File: config.mk
export PLATFORM = sky130hd
export DESIGN_NAME = encoder_menu_navigator_flat
export DESIGN_NICKNAME = d
export VERILOG_FILES = /design/src/rtl/emn_pkg.sv /design/src/rtl/emn_if.sv /design/src/rtl/encoder_menu_navigator.sv /design/src/rtl/emn_front.sv /design/src/rtl/emn_cmd_fifo.sv /design/src/rtl/emn_back.sv /design/src/flat_wrapper.sv
export SDC_FILE = /design/constraint.sdc
export NUM_CORES = 1
export LEC_CHECK = 0
export ABC_AREA = 1
export ABC_CLOCK_PERIOD_IN_PS = 3300
export BUFFER_PORTS_ARGS = -buffer_cell sky130_fd_sc_hd__clkbuf_2
export CORE_ASPECT_RATIO = 1.1
export CORE_MARGIN = 10
export CORE_UTILIZATION = 55
export CTS_CLUSTER_SIZE = 28
export DETAILED_ROUTE_END_ITERATION = 8
export PLACE_DENSITY = 0.78
export SYNTH_ARGS = -nofsm -noshare
export SYNTH_HDL_FRONTEND = slang
export SYNTH_SLANG_ARGS = --single-unit
File: constraint.sdc
create_clock -name clk_i -period 3.3 [get_ports clk_i]
set_input_delay 0.165 -clock clk_i [delete_from_list [all_inputs] [get_ports clk_i]]
set_output_delay 0.165 -clock clk_i [all_outputs]
set_load 0.02 [all_outputs]
File: src/rtl/emn_pkg.sv
// Shared types and constants for the encoder menu navigator.
package emn_pkg;

  localparam int CFG_IDX_W  = 3;
  localparam int CFG_DATA_W = 16;
  localparam int COUNT_W    = 5;
  localparam int CURSOR_W   = 4;
  localparam int TIMER_W    = 16;
  localparam int ID_W       = 11;
  localparam int MENU_W     = 2;

  // Input opcodes
  localparam logic [1:0] OP_TICK   = 2'd0;
  localparam logic [1:0] OP_ROTATE = 2'd1;
  localparam logic [1:0] OP_SWITCH = 2'd2;

  // Register indexes
  localparam logic [CFG_IDX_W-1:0] REG_BOOST_COUNT = 3'd0;
  localparam logic [CFG_IDX_W-1:0] REG_SLIP_COUNT  = 3'd1;
  localparam logic [CFG_IDX_W-1:0] REG_TIMEOUT     = 3'd2;
  localparam logic [CFG_IDX_W-1:0] REG_BOOST_ID    = 3'd3;
  localparam logic [CFG_IDX_W-1:0] REG_SLIP_ID     = 3'd4;

  // Register reset values
  localparam logic [COUNT_W-1:0] RST_BOOST_COUNT = 5'd8;
  localparam logic [COUNT_W-1:0] RST_SLIP_COUNT  = 5'd5;
  localparam logic [TIMER_W-1:0] RST_TIMEOUT     = 16'd3000;
  localparam logic [ID_W-1:0]    RST_ID          = 11'd0;

  // Menu codes
  localparam logic [MENU_W-1:0] MENU_NONE  = 2'd0;
  localparam logic [MENU_W-1:0] MENU_BOOST = 2'd1;
  localparam logic [MENU_W-1:0] MENU_SLIP  = 2'd2;

  typedef enum logic [1:0] {
    CMD_NOP,
    CMD_TICK,
    CMD_ROTATE,
    CMD_PRESS
  } cmd_kind_e;

  typedef struct packed {
    cmd_kind_e kind;
    logic      enc;
    logic      a;
    logic      b;
  } cmd_t;

  typedef struct packed {
    logic   push;
    cmd_t   cmd;
  } push_t;

  typedef struct packed {
    logic empty;
    logic full;
  } fifo_stat_t;

  typedef struct packed {
    logic [COUNT_W-1:0] boost_count;
    logic [COUNT_W-1:0] slip_count;
    logic [TIMER_W-1:0] timeout;
    logic [ID_W-1:0]    boost_id;
    logic [ID_W-1:0]    slip_id;
  } cfg_t;

endpackage

File: src/rtl/emn_if.sv
// Request and result channel interfaces of the encoder menu navigator.
interface emn_in_if;
  logic       valid;
  logic       ready;
  logic [1:0] opcode;
  logic       encoder_select;
  logic       pin_level;
  logic       level_b;

  modport source (output valid, opcode, encoder_select, pin_level, level_b, input ready);
  modport sink   (input valid, opcode, encoder_select, pin_level, level_b, output ready);
endinterface

interface emn_out_if;
  logic        valid;
  logic        ready;
  logic [1:0]  open_menu;
  logic [3:0]  cursor;
  logic        select_valid;
  logic [10:0] select_id;
  logic [3:0]  select_index;

  modport source (output valid, open_menu, cursor, select_valid, select_id, select_index,
                  input ready);
  modport sink   (input valid, open_menu, cursor, select_valid, select_id, select_index,
                  output ready);
endinterface

File: src/rtl/encoder_menu_navigator.sv
// Top level of the two-encoder menu cursor block.
//
// Requests arrive on in_i: a millisecond tick, an encoder A level with its
// B level, or a switch level, tagged with the encoder they belong to.
// Every request yields exactly one result on out_o: the open menu, the
// cursor after the request, and a selection when a switch was pressed.
// A taken request is written into the command queue; the back end pops
// it and loads its result register. One request is taken per cycle,
// sustained while the receiver takes results: the front end classifies
// in the accept cycle, a two-entry command queue feeds the back end, and
// the back end updates state and loads the result register as it pops.
// When the receiver stalls, the result register holds, the queue fills and
// in_i.ready falls once both entries are taken.
// Reset clears the menu, cursor and timer, sets both last A levels high and
// loads the register defaults. The user writes registers through cfg_we_i,
// cfg_idx_i and cfg_data_i only while no request is in flight, unenforced.
module encoder_menu_navigator #(
  parameter int MAX_ITEMS = 16
) (
  input  logic                          clk_i,
  input  logic                          rst_ni,
  emn_in_if.sink                        in_i,
  emn_out_if.source                     out_o,
  input  logic                          cfg_we_i,
  input  logic [emn_pkg::CFG_IDX_W-1:0]  cfg_idx_i,
  input  logic [emn_pkg::CFG_DATA_W-1:0] cfg_data_i
);
  import emn_pkg::*;

  cfg_t       cfg_q;
  push_t      push;
  cmd_t       cmd;
  fifo_stat_t stat;
  logic       pop;

  always_ff @(posedge clk_i or negedge rst_ni) begin
    if (!rst_ni) begin
      cfg_q.boost_count <= RST_BOOST_COUNT;
      cfg_q.slip_count  <= RST_SLIP_COUNT;
      cfg_q.timeout     <= RST_TIMEOUT;
      cfg_q.boost_id    <= RST_ID;
      cfg_q.slip_id     <= RST_ID;
    end else if (cfg_we_i) begin
      case (cfg_idx_i)
        REG_BOOST_COUNT: cfg_q.boost_count <= cfg_data_i[COUNT_W-1:0];
        REG_SLIP_COUNT:  cfg_q.slip_count  <= cfg_data_i[COUNT_W-1:0];
        REG_TIMEOUT:     cfg_q.timeout     <= cfg_data_i[TIMER_W-1:0];
        REG_BOOST_ID:    cfg_q.boost_id    <= cfg_data_i[ID_W-1:0];
        REG_SLIP_ID:     cfg_q.slip_id     <= cfg_data_i[ID_W-1:0];
        default: begin
        end
      endcase
    end
  end

  emn_front u_front (
    .in_i   (in_i),
    .stat_i (stat),
    .push_o (push)
  );

  emn_cmd_fifo u_fifo (
    .clk_i  (clk_i),
    .rst_ni (rst_ni),
    .push_i (push),
    .pop_i  (pop),
    .cmd_o  (cmd),
    .stat_o (stat)
  );

  emn_back #(
    .MAX_ITEMS (MAX_ITEMS)
  ) u_back (
    .clk_i  (clk_i),
    .rst_ni (rst_ni),
    .cfg_i  (cfg_q),
    .cmd_i  (cmd),
    .stat_i (stat),
    .pop_o  (pop),
    .out_o  (out_o)
  );

  localparam int SPAN = (MAX_ITEMS < 16) ? MAX_ITEMS : 16;

  // a press always closes the menu
  a_select_closes: assert property (@(posedge clk_i) disable iff (!rst_ni)
    out_o.valid && out_o.select_valid |-> out_o.open_menu == MENU_NONE)
    else $error("selection reported with a menu open");

  a_cursor_span: assert property (@(posedge clk_i) disable iff (!rst_ni)
    out_o.valid |-> 32'(out_o.cursor) < SPAN)
    else $error("cursor beyond menu span");

  a_menu_code: assert property (@(posedge clk_i) disable iff (!rst_ni)
    out_o.valid |-> out_o.open_menu != 2'd3)
    else $error("illegal open menu code");

  a_no_select_zero: assert property (@(posedge clk_i) disable iff (!rst_ni)
    out_o.valid && !out_o.select_valid |-> out_o.select_id == '0 && out_o.select_index == '0)
    else $error("selection fields set without a selection");

  // a queued command with a free result register must drain
  a_drain: assert property (@(posedge clk_i) disable iff (!rst_ni)
    !stat.empty && !out_o.valid |=> out_o.valid)
    else $error("back end failed to take a queued command");

endmodule

File: src/rtl/emn_front.sv
// Front end: accepts requests and classifies them into commands.
module emn_front (
  emn_in_if.sink             in_i,
  input  emn_pkg::fifo_stat_t stat_i,
  output emn_pkg::push_t      push_o
);
  import emn_pkg::*;

  cmd_kind_e kind;

  always_comb begin
    case (in_i.opcode)
      OP_TICK:   kind = CMD_TICK;
      OP_ROTATE: kind = CMD_ROTATE;
      // a release changes nothing, only a press acts
      OP_SWITCH: kind = in_i.pin_level ? CMD_NOP : CMD_PRESS;
      default:   kind = CMD_NOP;
    endcase
  end

  assign in_i.ready       = !stat_i.full;
  assign push_o.push      = in_i.valid && !stat_i.full;
  assign push_o.cmd.kind  = kind;
  assign push_o.cmd.enc   = in_i.encoder_select;
  assign push_o.cmd.a     = in_i.pin_level;
  assign push_o.cmd.b     = in_i.level_b;

endmodule

File: src/rtl/emn_cmd_fifo.sv
// Two-entry command queue between front and back end.
module emn_cmd_fifo (
  input  logic                clk_i,
  input  logic                rst_ni,
  input  emn_pkg::push_t      push_i,
  input  logic                pop_i,
  output emn_pkg::cmd_t       cmd_o,
  output emn_pkg::fifo_stat_t stat_o
);
  import emn_pkg::*;

  cmd_t       mem_q [2];
  logic       wr_ptr_q, wr_ptr_d;
  logic       rd_ptr_q, rd_ptr_d;
  logic [1:0] cnt_q, cnt_d;

  assign stat_o.empty = (cnt_q == 2'd0);
  assign stat_o.full  = (cnt_q == 2'd2);
  assign cmd_o        = mem_q[rd_ptr_q];

  always_comb begin
    wr_ptr_d = push_i.push ? ~wr_ptr_q : wr_ptr_q;
    rd_ptr_d = pop_i ? ~rd_ptr_q : rd_ptr_q;
    cnt_d    = cnt_q + {1'b0, push_i.push} - {1'b0, pop_i};
  end

  always_ff @(posedge clk_i or negedge rst_ni) begin
    if (!rst_ni) begin
      wr_ptr_q <= 1'b0;
      rd_ptr_q <= 1'b0;
      cnt_q    <= 2'd0;
    end else begin
      wr_ptr_q <= wr_ptr_d;
      rd_ptr_q <= rd_ptr_d;
      cnt_q    <= cnt_d;
    end
  end

  always_ff @(posedge clk_i) begin
    if (push_i.push) begin
      mem_q[wr_ptr_q] <= push_i.cmd;
    end
  end

endmodule

File: src/rtl/emn_back.sv
// Back end: menu, cursor and timer state, and the result register.
module emn_back #(
  parameter int MAX_ITEMS = 16
) (
  input  logic                clk_i,
  input  logic                rst_ni,
  input  emn_pkg::cfg_t       cfg_i,
  input  emn_pkg::cmd_t       cmd_i,
  input  emn_pkg::fifo_stat_t stat_i,
  output logic                pop_o,
  emn_out_if.source           out_o
);
  import emn_pkg::*;

  localparam int SPAN = (MAX_ITEMS < 16) ? MAX_ITEMS : 16;
  localparam logic [COUNT_W-1:0] SPAN_C = COUNT_W'(SPAN);

  logic [1:0]          last_a_q, last_a_d;
  logic [MENU_W-1:0]   menu_q, menu_d;
  logic [CURSOR_W-1:0] cursor_q, cursor_d;
  logic [TIMER_W-1:0]  timer_q, timer_d;
  logic                out_valid_q, out_valid_d;
  logic                sel_valid_q, sel_valid_d;
  logic [ID_W-1:0]     sel_id_q, sel_id_d;
  logic [CURSOR_W-1:0] sel_index_q, sel_index_d;

  logic [COUNT_W-1:0]  raw_count;
  logic [COUNT_W-1:0]  count;
  logic [COUNT_W-1:0]  pos;
  logic [MENU_W-1:0]   wanted;

  assign pop_o = !stat_i.empty && (!out_valid_q || out_o.ready);

  always_comb begin
    raw_count = cmd_i.enc ? cfg_i.slip_count : cfg_i.boost_count;
    count     = raw_count;
    if (count == '0) count = COUNT_W'(1);
    if (count > SPAN_C) count = SPAN_C;
    wanted    = cmd_i.enc ? MENU_SLIP : MENU_BOOST;

    pos = {1'b0, cursor_q};
    if (cmd_i.a != cmd_i.b) begin
      pos = pos + COUNT_W'(1);
    end else if (pos != '0) begin
      pos = pos - COUNT_W'(1);
    end
    if (pos > count - COUNT_W'(1)) pos = count - COUNT_W'(1);
  end

  always_comb begin
    last_a_d    = last_a_q;
    menu_d      = menu_q;
    cursor_d    = cursor_q;
    timer_d     = timer_q;
    sel_valid_d = sel_valid_q;
    sel_id_d    = sel_id_q;
    sel_index_d = sel_index_q;
    out_valid_d = out_o.ready ? 1'b0 : out_valid_q;

    if (pop_o) begin
      out_valid_d = 1'b1;
      sel_valid_d = 1'b0;
      sel_id_d    = '0;
      sel_index_d = '0;
      case (cmd_i.kind)
        CMD_TICK: begin
          if (timer_q != '0) begin
            timer_d = timer_q - TIMER_W'(1);
            // expiry closes the menu
            if (timer_q == TIMER_W'(1)) begin
              menu_d   = MENU_NONE;
              cursor_d = '0;
            end
          end
        end
        CMD_ROTATE: begin
          if (cmd_i.a != last_a_q[cmd_i.enc]) begin
            last_a_d[cmd_i.enc] = cmd_i.a;
            if (menu_q != wanted) begin
              menu_d   = wanted;
              cursor_d = '0;
            end else begin
              cursor_d = pos[CURSOR_W-1:0];
            end
            timer_d = cfg_i.timeout;
          end
        end
        CMD_PRESS: begin
          sel_valid_d = 1'b1;
          sel_id_d    = cmd_i.enc ? cfg_i.slip_id : cfg_i.boost_id;
          sel_index_d = cursor_q;
          menu_d      = MENU_NONE;
          timer_d     = '0;
        end
        default: begin
        end
      endcase
    end
  end

  always_ff @(posedge clk_i or negedge rst_ni) begin
    if (!rst_ni) begin
      last_a_q    <= 2'b11;
      menu_q      <= MENU_NONE;
      cursor_q    <= '0;
      timer_q     <= '0;
      out_valid_q <= 1'b0;
    end else begin
      last_a_q    <= last_a_d;
      menu_q      <= menu_d;
      cursor_q    <= cursor_d;
      timer_q     <= timer_d;
      out_valid_q <= out_valid_d;
    end
  end

  always_ff @(posedge clk_i) begin
    sel_valid_q <= sel_valid_d;
    sel_id_q    <= sel_id_d;
    sel_index_q <= sel_index_d;
  end

  // result reflects state after the item; state only moves on pop
  assign out_o.valid        = out_valid_q;
  assign out_o.open_menu    = menu_q;
  assign out_o.cursor       = cursor_q;
  assign out_o.select_valid = sel_valid_q;
  assign out_o.select_id    = sel_id_q;
  assign out_o.select_index = sel_index_q;

endmodule

File: src/flat_wrapper.sv
// flat-port wrapper written by rule: the top's interface ports become plain ports
module encoder_menu_navigator_flat import emn_pkg::*;
#(
  parameter int MAX_ITEMS = 16
)
  (clk_i, rst_ni, cfg_we_i, cfg_idx_i, cfg_data_i, in_i_valid, in_i_opcode, in_i_encoder_select, in_i_pin_level, in_i_level_b, in_i_ready, out_o_valid, out_o_open_menu, out_o_cursor, out_o_select_valid, out_o_select_id, out_o_select_index, out_o_ready);
  emn_in_if in_i_i ();
  emn_out_if out_o_i ();
  input  logic clk_i;
  input  logic rst_ni;
  input  logic cfg_we_i;
  input  logic [emn_pkg::CFG_IDX_W-1:0] cfg_idx_i;
  input  logic [emn_pkg::CFG_DATA_W-1:0] cfg_data_i;
  input wire logic [$bits(in_i_i.valid)-1:0] in_i_valid;
  input wire logic [$bits(in_i_i.opcode)-1:0] in_i_opcode;
  input wire logic [$bits(in_i_i.encoder_select)-1:0] in_i_encoder_select;
  input wire logic [$bits(in_i_i.pin_level)-1:0] in_i_pin_level;
  input wire logic [$bits(in_i_i.level_b)-1:0] in_i_level_b;
  output wire logic [$bits(in_i_i.ready)-1:0] in_i_ready;
  output wire logic [$bits(out_o_i.valid)-1:0] out_o_valid;
  output wire logic [$bits(out_o_i.open_menu)-1:0] out_o_open_menu;
  output wire logic [$bits(out_o_i.cursor)-1:0] out_o_cursor;
  output wire logic [$bits(out_o_i.select_valid)-1:0] out_o_select_valid;
  output wire logic [$bits(out_o_i.select_id)-1:0] out_o_select_id;
  output wire logic [$bits(out_o_i.select_index)-1:0] out_o_select_index;
  input wire logic [$bits(out_o_i.ready)-1:0] out_o_ready;
  assign in_i_i.valid = in_i_valid;
  assign in_i_i.opcode = in_i_opcode;
  assign in_i_i.encoder_select = in_i_encoder_select;
  assign in_i_i.pin_level = in_i_pin_level;
  assign in_i_i.level_b = in_i_level_b;
  assign in_i_ready = in_i_i.ready;
  assign out_o_valid = out_o_i.valid;
  assign out_o_open_menu = out_o_i.open_menu;
  assign out_o_cursor = out_o_i.cursor;
  assign out_o_select_valid = out_o_i.select_valid;
  assign out_o_select_id = out_o_i.select_id;
  assign out_o_select_index = out_o_i.select_index;
  assign out_o_i.ready = out_o_ready;
  encoder_menu_navigator #(.MAX_ITEMS(MAX_ITEMS)) u_core (.clk_i(clk_i), .rst_ni(rst_ni), .in_i(in_i_i), .out_o(out_o_i), .cfg_we_i(cfg_we_i), .cfg_idx_i(cfg_idx_i), .cfg_data_i(cfg_data_i));
endmodule
# Word level (Yosys, flattened, before mapping)
# Memory sizes are Yosys's and may differ from the RTL's.
# Cells that the tools add are included.
[word_totals]
regBits = 93
ramBits = 10
out_inout_bits = 24
mem_count = 1
[mem_list]
columns = ["name", "words", "width", "rd", "rd_ports_with_merged_regs", "write_ports", "line_no", "source"]
rows = [
  ["u_core.u_fifo.mem_q", 2, 5, 1, 0, 1, "emn_cmd_fifo.sv:12", "cmd_t mem_q [2];"],
]
[classes]
addsub = 6
n_lt_le_gt_ge = 4
eq_ne = 18
mux = 33
n_bitwise = 2
reduce_logical = 25
[ops]
columns = ["cell", "n"]
rows = [
  ["16-bit case mux with 3 select lines", 1],
  ["16-bit 2-to-1 mux", 2],
  ["5-bit 2-to-1 mux", 5],
  ["4-bit 2-to-1 mux", 5],
  ["16-bit by 1-bit equality test with 1-bit output (second input constant)", 1],
  ["16-bit nonzero test", 1],
  ["16-bit by 1-bit subtractor with 16-bit output (second input constant)", 1],
  ["2-bit 2-to-1 mux", 6],
  ["2-bit case mux with 3 select lines", 2],
  ["11-bit 2-to-1 mux", 1],
  ["2-bit AND reduction", 5],
  ["2-bit equality test (second input constant)", 4],
  ["1-bit 2-to-1 mux", 8],
  ["2-bit != test (second input constant)", 4],
  ["4-bit case mux with 2 select lines", 1],
  ["3-bit by 2-bit equality test with 1-bit output (second input constant)", 2],
  ["6-bit AND reduction", 1],
  ["4-bit by 1-bit adder with 5-bit output (second input constant)", 1],
  ["5-bit greater-than comparator", 1],
  ["5-bit greater-than comparator (second input constant)", 1],
  ["5-bit logical NOT", 1],
  ["5-bit AND reduction", 1],
  ["4-bit by 1-bit subtractor with 5-bit output (second input constant)", 1],
  ["5-bit by 1-bit subtractor with 5-bit output (second input constant)", 1],
  ["22 further kinds", 31],
]

# Logic depth before layout (Yosys ltp)
# An unclocked memory read counts as a cell.
[depth]
depth_word = 12
ltp_mapped = 28
mapped_depth_nobuf = 26

# Cells and area by module
# Synthesis repeated with hierarchy kept, for this count alone.
[hier_totals]
cells_unflattened = 666
area_unflattened_um2 = 5312.6
[by_module_without_submodules]
columns = ["module", "n_inst", "cells_per_inst", "area_each_um2", "seq_area_each_um2"]
rows = [
  ["emn_back", 1, 381, 2710.1, 1108.6],
  ["encoder_menu_navigator", 1, 221, 1954.4, 1213.7],
  ["emn_cmd_fifo", 1, 51, 585.6, 400.4],
  ["emn_front", 1, 13, 62.6, 0.0],
]

# Worst setup path after synthesis
# Ideal clock, no wire load.
[synth_path]
path_type = "register to register"
startpoint = "register u_core.u_fifo.rd_ptr_q"
endpoint = "register u_core.u_back.cursor_q[3] (netlist: u_core.u_back.out_o.cursor[3])"
setup_time_ns = 0.120
t_arrival_ns = 2.831
t_required_ns = 3.180
setup_slack_ns = 0.349
stages_incl_launch_ff = 27
path_buffers = 2
path_cell_list = "dfrtp_1 > buf_6 > inv_6 > nand2_8 > nand2_4 > buf_6 > nand2_1 > nand2_1 > nand2_1 > o21bai_1 > nand2_1 > ha_1 > inv_1 > xor2_1 > inv_1 > ha_1 > nand2_1 > inv_1 > o21ai_0 > o211ai_1 > nand2_1 > inv_1 > or2_0 > inv_1 > nor2_2 > nand2_1 > nand2_1"
[synth_via]
elab_chain_len = 12
word_cells_on_any_way = 26
[synth_lines]
columns = ["element", "line_no", "source"]
rows = [
  ["start, declared", "emn_cmd_fifo.sv:14", "logic rd_ptr_q, rd_ptr_d;"],
  ["start signal, assigned", "emn_cmd_fifo.sv:34", "rd_ptr_q <= rd_ptr_d;"],
  ["memory read 2 x 5 bit (*)", "-", ""],
  ["5-bit 2-to-1 mux", "emn_back.sv:35", "raw_count = cmd_i.enc ? cfg_i.slip_count : cfg_i.boost_count;"],
  ["5-bit logical NOT", "emn_back.sv:37", "if (count == '0) count = COUNT_W'(1);"],
  ["5-bit 2-to-1 mux", "emn_back.sv:37", ""],
  ["5-bit greater-than comparator", "emn_back.sv:38", "if (count > SPAN_C) count = SPAN_C;"],
  ["5-bit 2-to-1 mux", "emn_back.sv:38", ""],
  ["5-bit by 1-bit subtractor with 5-bit output", "emn_back.sv:47", "if (pos > count - COUNT_W'(1)) pos = count - COUNT_W'(1);"],
  ["5-bit greater-than comparator", "emn_back.sv:47", ""],
  ["4-bit 2-to-1 mux", "emn_back.sv:47", ""],
  ["4-bit 2-to-1 mux", "emn_back.sv:79", "if (menu_q != wanted) begin"],
  ["4-bit 2-to-1 mux", "emn_back.sv:77", "if (cmd_i.a != last_a_q[cmd_i.enc]) begin"],
  ["4-bit case mux with 2 select lines", "emn_back.sv:65", "case (cmd_i.kind)"],
  ["end signal, assigned", "emn_back.sv:111", "cursor_q <= cursor_d;"],
  ["end, declared", "emn_back.sv:20", "logic [CURSOR_W-1:0] cursor_q, cursor_d;"],
]
# Every way passes the cells marked *; elsewhere a longest branch is shown, timed or not. The select of a mux whose other input is x is not followed.
# A chain may end at the register's enable or synchronous reset.

# Worst setup path after layout
# Ends and elaborated chain as after synthesis.

==> key figures <==
Clock network
  – Skew-Pair Late Insertion Delay: 370 ps
  – H-tree Lvls: 3
  – Clock Tree Root: clkbuf_8
  – CTS clk-pin slew, worst paths: roughly 100 ps
  – Number of buffers created by CTS: 9
  – Clk sinks: approximately 100
  – Clk buf depth: 2
  – CTS tree: yes

Synth
  – Post-synthesis mux area share: about 1.1%
  – Post-synthesis adder-cell area fraction: under 10%
  – Largest family of logic cells by synthesized area: simple AND/OR/NAND/NOR gates
  – Synth Area in Simple Gates: 20.9%
  – Synthesis-stage register bit count: ~100
  – Syn Area/Cell: between 8 and 9 um^2
  – Sequential area share after synthesis: between 50% and 60%
  – Synth warn: 0
  – Synth Area in Compound Gates: around 14%
  – Mapped Nets: between 600 and 700
  – Unique masters post-synth: 45
  – Top FF cell, synth: dfrtp_1
  – Ys async rst share: roughly three quarters
  – XOR/XNOR share of the synthesized area: 2.00%
  – Number of synthesized flops with an enable pin: 26
  – Synth Instances: about 600
  – Synthesized cell area: ~5200 um^2

Worst hold path
  – HP Class: input port to flop

Finish
  – ANT cells: 0
  – Post-Layout Cell Count: 774
  – Final instance area: roughly 5900 um^2
  – Fraction of layout cells with a size suffix above 1: 20.2%
  – Synthesis-to-layout area growth: 12.3%
  – Final #Nets: about 690
  – Fillers: approximately 800

Global routing
  – Largest net degree at the start of global routing: 78
  – Vias in the first global route: between 4000 and 5000
  – First-pass GRT wire length: about 19000 um
  – GRT Overall Usage: 16.6%
  – Remaining global-route overflow: 0
  – Antenna violations before repair: 0

STA
  – Post-route minimum period: 3130 ps
  – Clk_skew: between 10 and 15 ps
  – Max-slew headroom: roughly 36%
  – Final hold violation count: 0
  – Final max-slew violation count: 0
  – Slew at the pin with the worst max-slew slack: between 900 and 1000 ps
  – Fmax: 320 MHz
  – Fin crit share: between 90% and 100%
  – Final setup viols: 0

Die
  – Die X: around 110 um
  – FP Rows: 37
  – Die ar.: ~14000 um^2
  – IO Count: 53
  – Initial Util: 56.1%
  – Die Ht: 122 um
  – Core area: approximately 9400 um^2

Pwr
  – Maximum VDD drop: ~0.00044 V
  – P_leak: around 2.8 nW
  – Pwr dens: between 900 and 1000 nW/um^2

Place
  – Placed cell area: approximately 5600 um^2
  – Placed cells: 750
  – PortBufs: 52
  – Gp weighted congestion: between 0.8 and 0.9
  – Hpwl dp: 8140 um

Worst setup path
  – Critical-path maximum fanout: 11
  – Endpoint type of the worst setup path: flop
  – Crit-path max cell delay: 450 ps
  – Crit path DAT: approximately 3400 ps
  – CP max-delay cell: dfrtp_2
  – CP most frequent cell: nand2_1
  – WP data required: between 3000 and 4000 ps
  – CP Class: flop to flop
  – Startpoint Class: flop

Drt
  – Vias post-DR: 4171
  – DRT antenna net count: 0
  – DR vias/cell: roughly 5.4
  – Final WL: approximately 11000 um
  – WL/cell: roughly 15 um
  – Number of DRC markers in iteration 0: roughly 270
  – Pre-antenna DRT Iters: 6
  – DRC viols: 0

Run status
  – Status: finished, final reports clean

Run
  – # Max-Cap Violations: 0
==> flip-flops by register name, indices dropped and copies added, names as in the netlist <==
name and cells:
u_core.u_fifo.wr_ptr_q 1, u_core.u_back.out_o.select_index 4, u_core.cfg_q 48, u_core.u_back.out_o.valid 1
u_core.u_back.out_o.select_id 11, u_core.u_fifo.mem_q 10, u_core.u_back.timer_q 16, u_core.u_back.out_o.cursor 4
u_core.u_back.out_o.open_menu 2, u_core.u_back.last_a_q 2, u_core.u_fifo.rd_ptr_q 1, u_core.u_back.out_o.select_valid 1
u_core.u_fifo.cnt_q 2
==> Yosys cell counts, types with 7 or more instances <==
library cell,instances,area (um^2)
a21oi_1,24,120
o21ai_0,66,330
clkbuf_1,11,41.3
edfxtp_1,26,781
ha_1,13,163
o21ai_1,19,95.1
dfstp_2,12,315
dfrtp_1,65,1630
inv_1,60,225
nand3_1,24,120
nor2_1,37,139
xor2_1,9,78.8
nand2_1,153,574
nand2_2,7,43.8
==> layout make-up <==
cell class	instances	area, um^2	share of cell area (%)
Clock buffer	11	163	2.76
Clock inverter	5	45.0	0.765
Inverter	67	256	4.36
Multi-Input combinational cell	406	2180	37.1
Sequential cell	103	2720	46.3
Tap cell	117	146	2.49
Timing Repair Buffer	65	373	6.33
==> layout by cell type, fill, tap and decap left out, drive strengths merged, types with 4 or more instances in the layout <==
cell,instances
clkbuf,62
dlygate4sd3,5
ha,13
a21oi,29
buf,9
a22oi,6
dfstp,12
nor2,42
nand2,165
nand3,25
edfxtp,26
o21ai,86
nor3,5
dfrtp,65
clkinv,4
inv,68
xor2,9
nand4,5
==> worst max-delay path: cells and delay by family (launching register included) <==
family	cells	cell delay [ps]
AO/OA/AOI/OAI	2	320
AND/OR/NAND/NOR	14	1170
adder cells (fa/ha/maj)	2	460
XOR/XNOR	1	170
buffers and inverters	6	450
flip-flops	1	450
==> cells by family (layout without fill, tap and decap cells) <==
family / count (synthesis) / count (layout)
AND/OR/NAND/NOR: 246 / 246
XOR/XNOR: 12 / 12
flip-flops: 103 / 103
adder cells (fa/ha/maj): 13 / 13
AO/OA/AOI/OAI: 131 / 131
multiplexers: 4 / 4
buffers and inverters: 86 / 148
==> per-layer routing <==
metal	up-vias	GRT usage (%)	share of wire [%]
met4	0	5.08	1.6
li1	2064	-	-
met5	-	0	0
met1	1983	20.0	41
met2	108	29.3	52
met3	16	3.42	5.1
==> path summary, 6_finish.rpt <==
kind / to / cells after the start / slack [ps] / startpoint
min in group asynchronous: u_core.u_back.timer_q[3] / 2 / 490 / rst_ni
max in group asynchronous: u_core.u_fifo.rd_ptr_q / 2 / 2140 / rst_ni
setup reg to reg: u_core.u_back.out_o.cursor[3] / 25 / 170 / u_core.u_fifo.rd_ptr_q
hold reg to reg: u_core.cfg_q[12] / 2 / 500 / u_core.cfg_q[12]
setup / recovery: u_core.u_back.out_o.cursor[3] / 25 / 170 / u_core.u_fifo.rd_ptr_q
hold / removal: u_core.cfg_q[33] / 3 / 20 / cfg_data_i[11]
==> report_power, final <==
part           internal, mW  leakage [nW]  switching (mW)
clock network         0.355         0.109           0.450
logic                 0.872          1.47            1.69
registers              1.75          1.20           0.219
==> through the flow <==
stage / TNS, ps / hold WS [ps] / power, mW / worst slack (ps) / util [%]
2_1_floorplan: 0 / -131 / 3.89 / 349 / -
3_3_place_gp: 0 / 362 / 4.31 / 314 / 59.7
3_5_place_dp: 0 / 365 / 4.44 / 112 / 59.7
4_1_cts: 0 / 2.08 / 5.26 / 97.3 / 62.4
5_1_grt: -126 / 28.1 / 5.77 / -126 / 63.0
6_report: 0 / 17.5 / 5.34 / 174 / 63.0
==> what timing repair did <==
action | 4_1_cts | 5_1_grt
hold buffers | 5 | 0
gates resized for setup | 0 | 8
hold endpoints to repair | 72 | 0
endpoints found under the setup margin | 0 | 3
setup buffers | 0 | 3
Power figures use the tool's default switching activity.
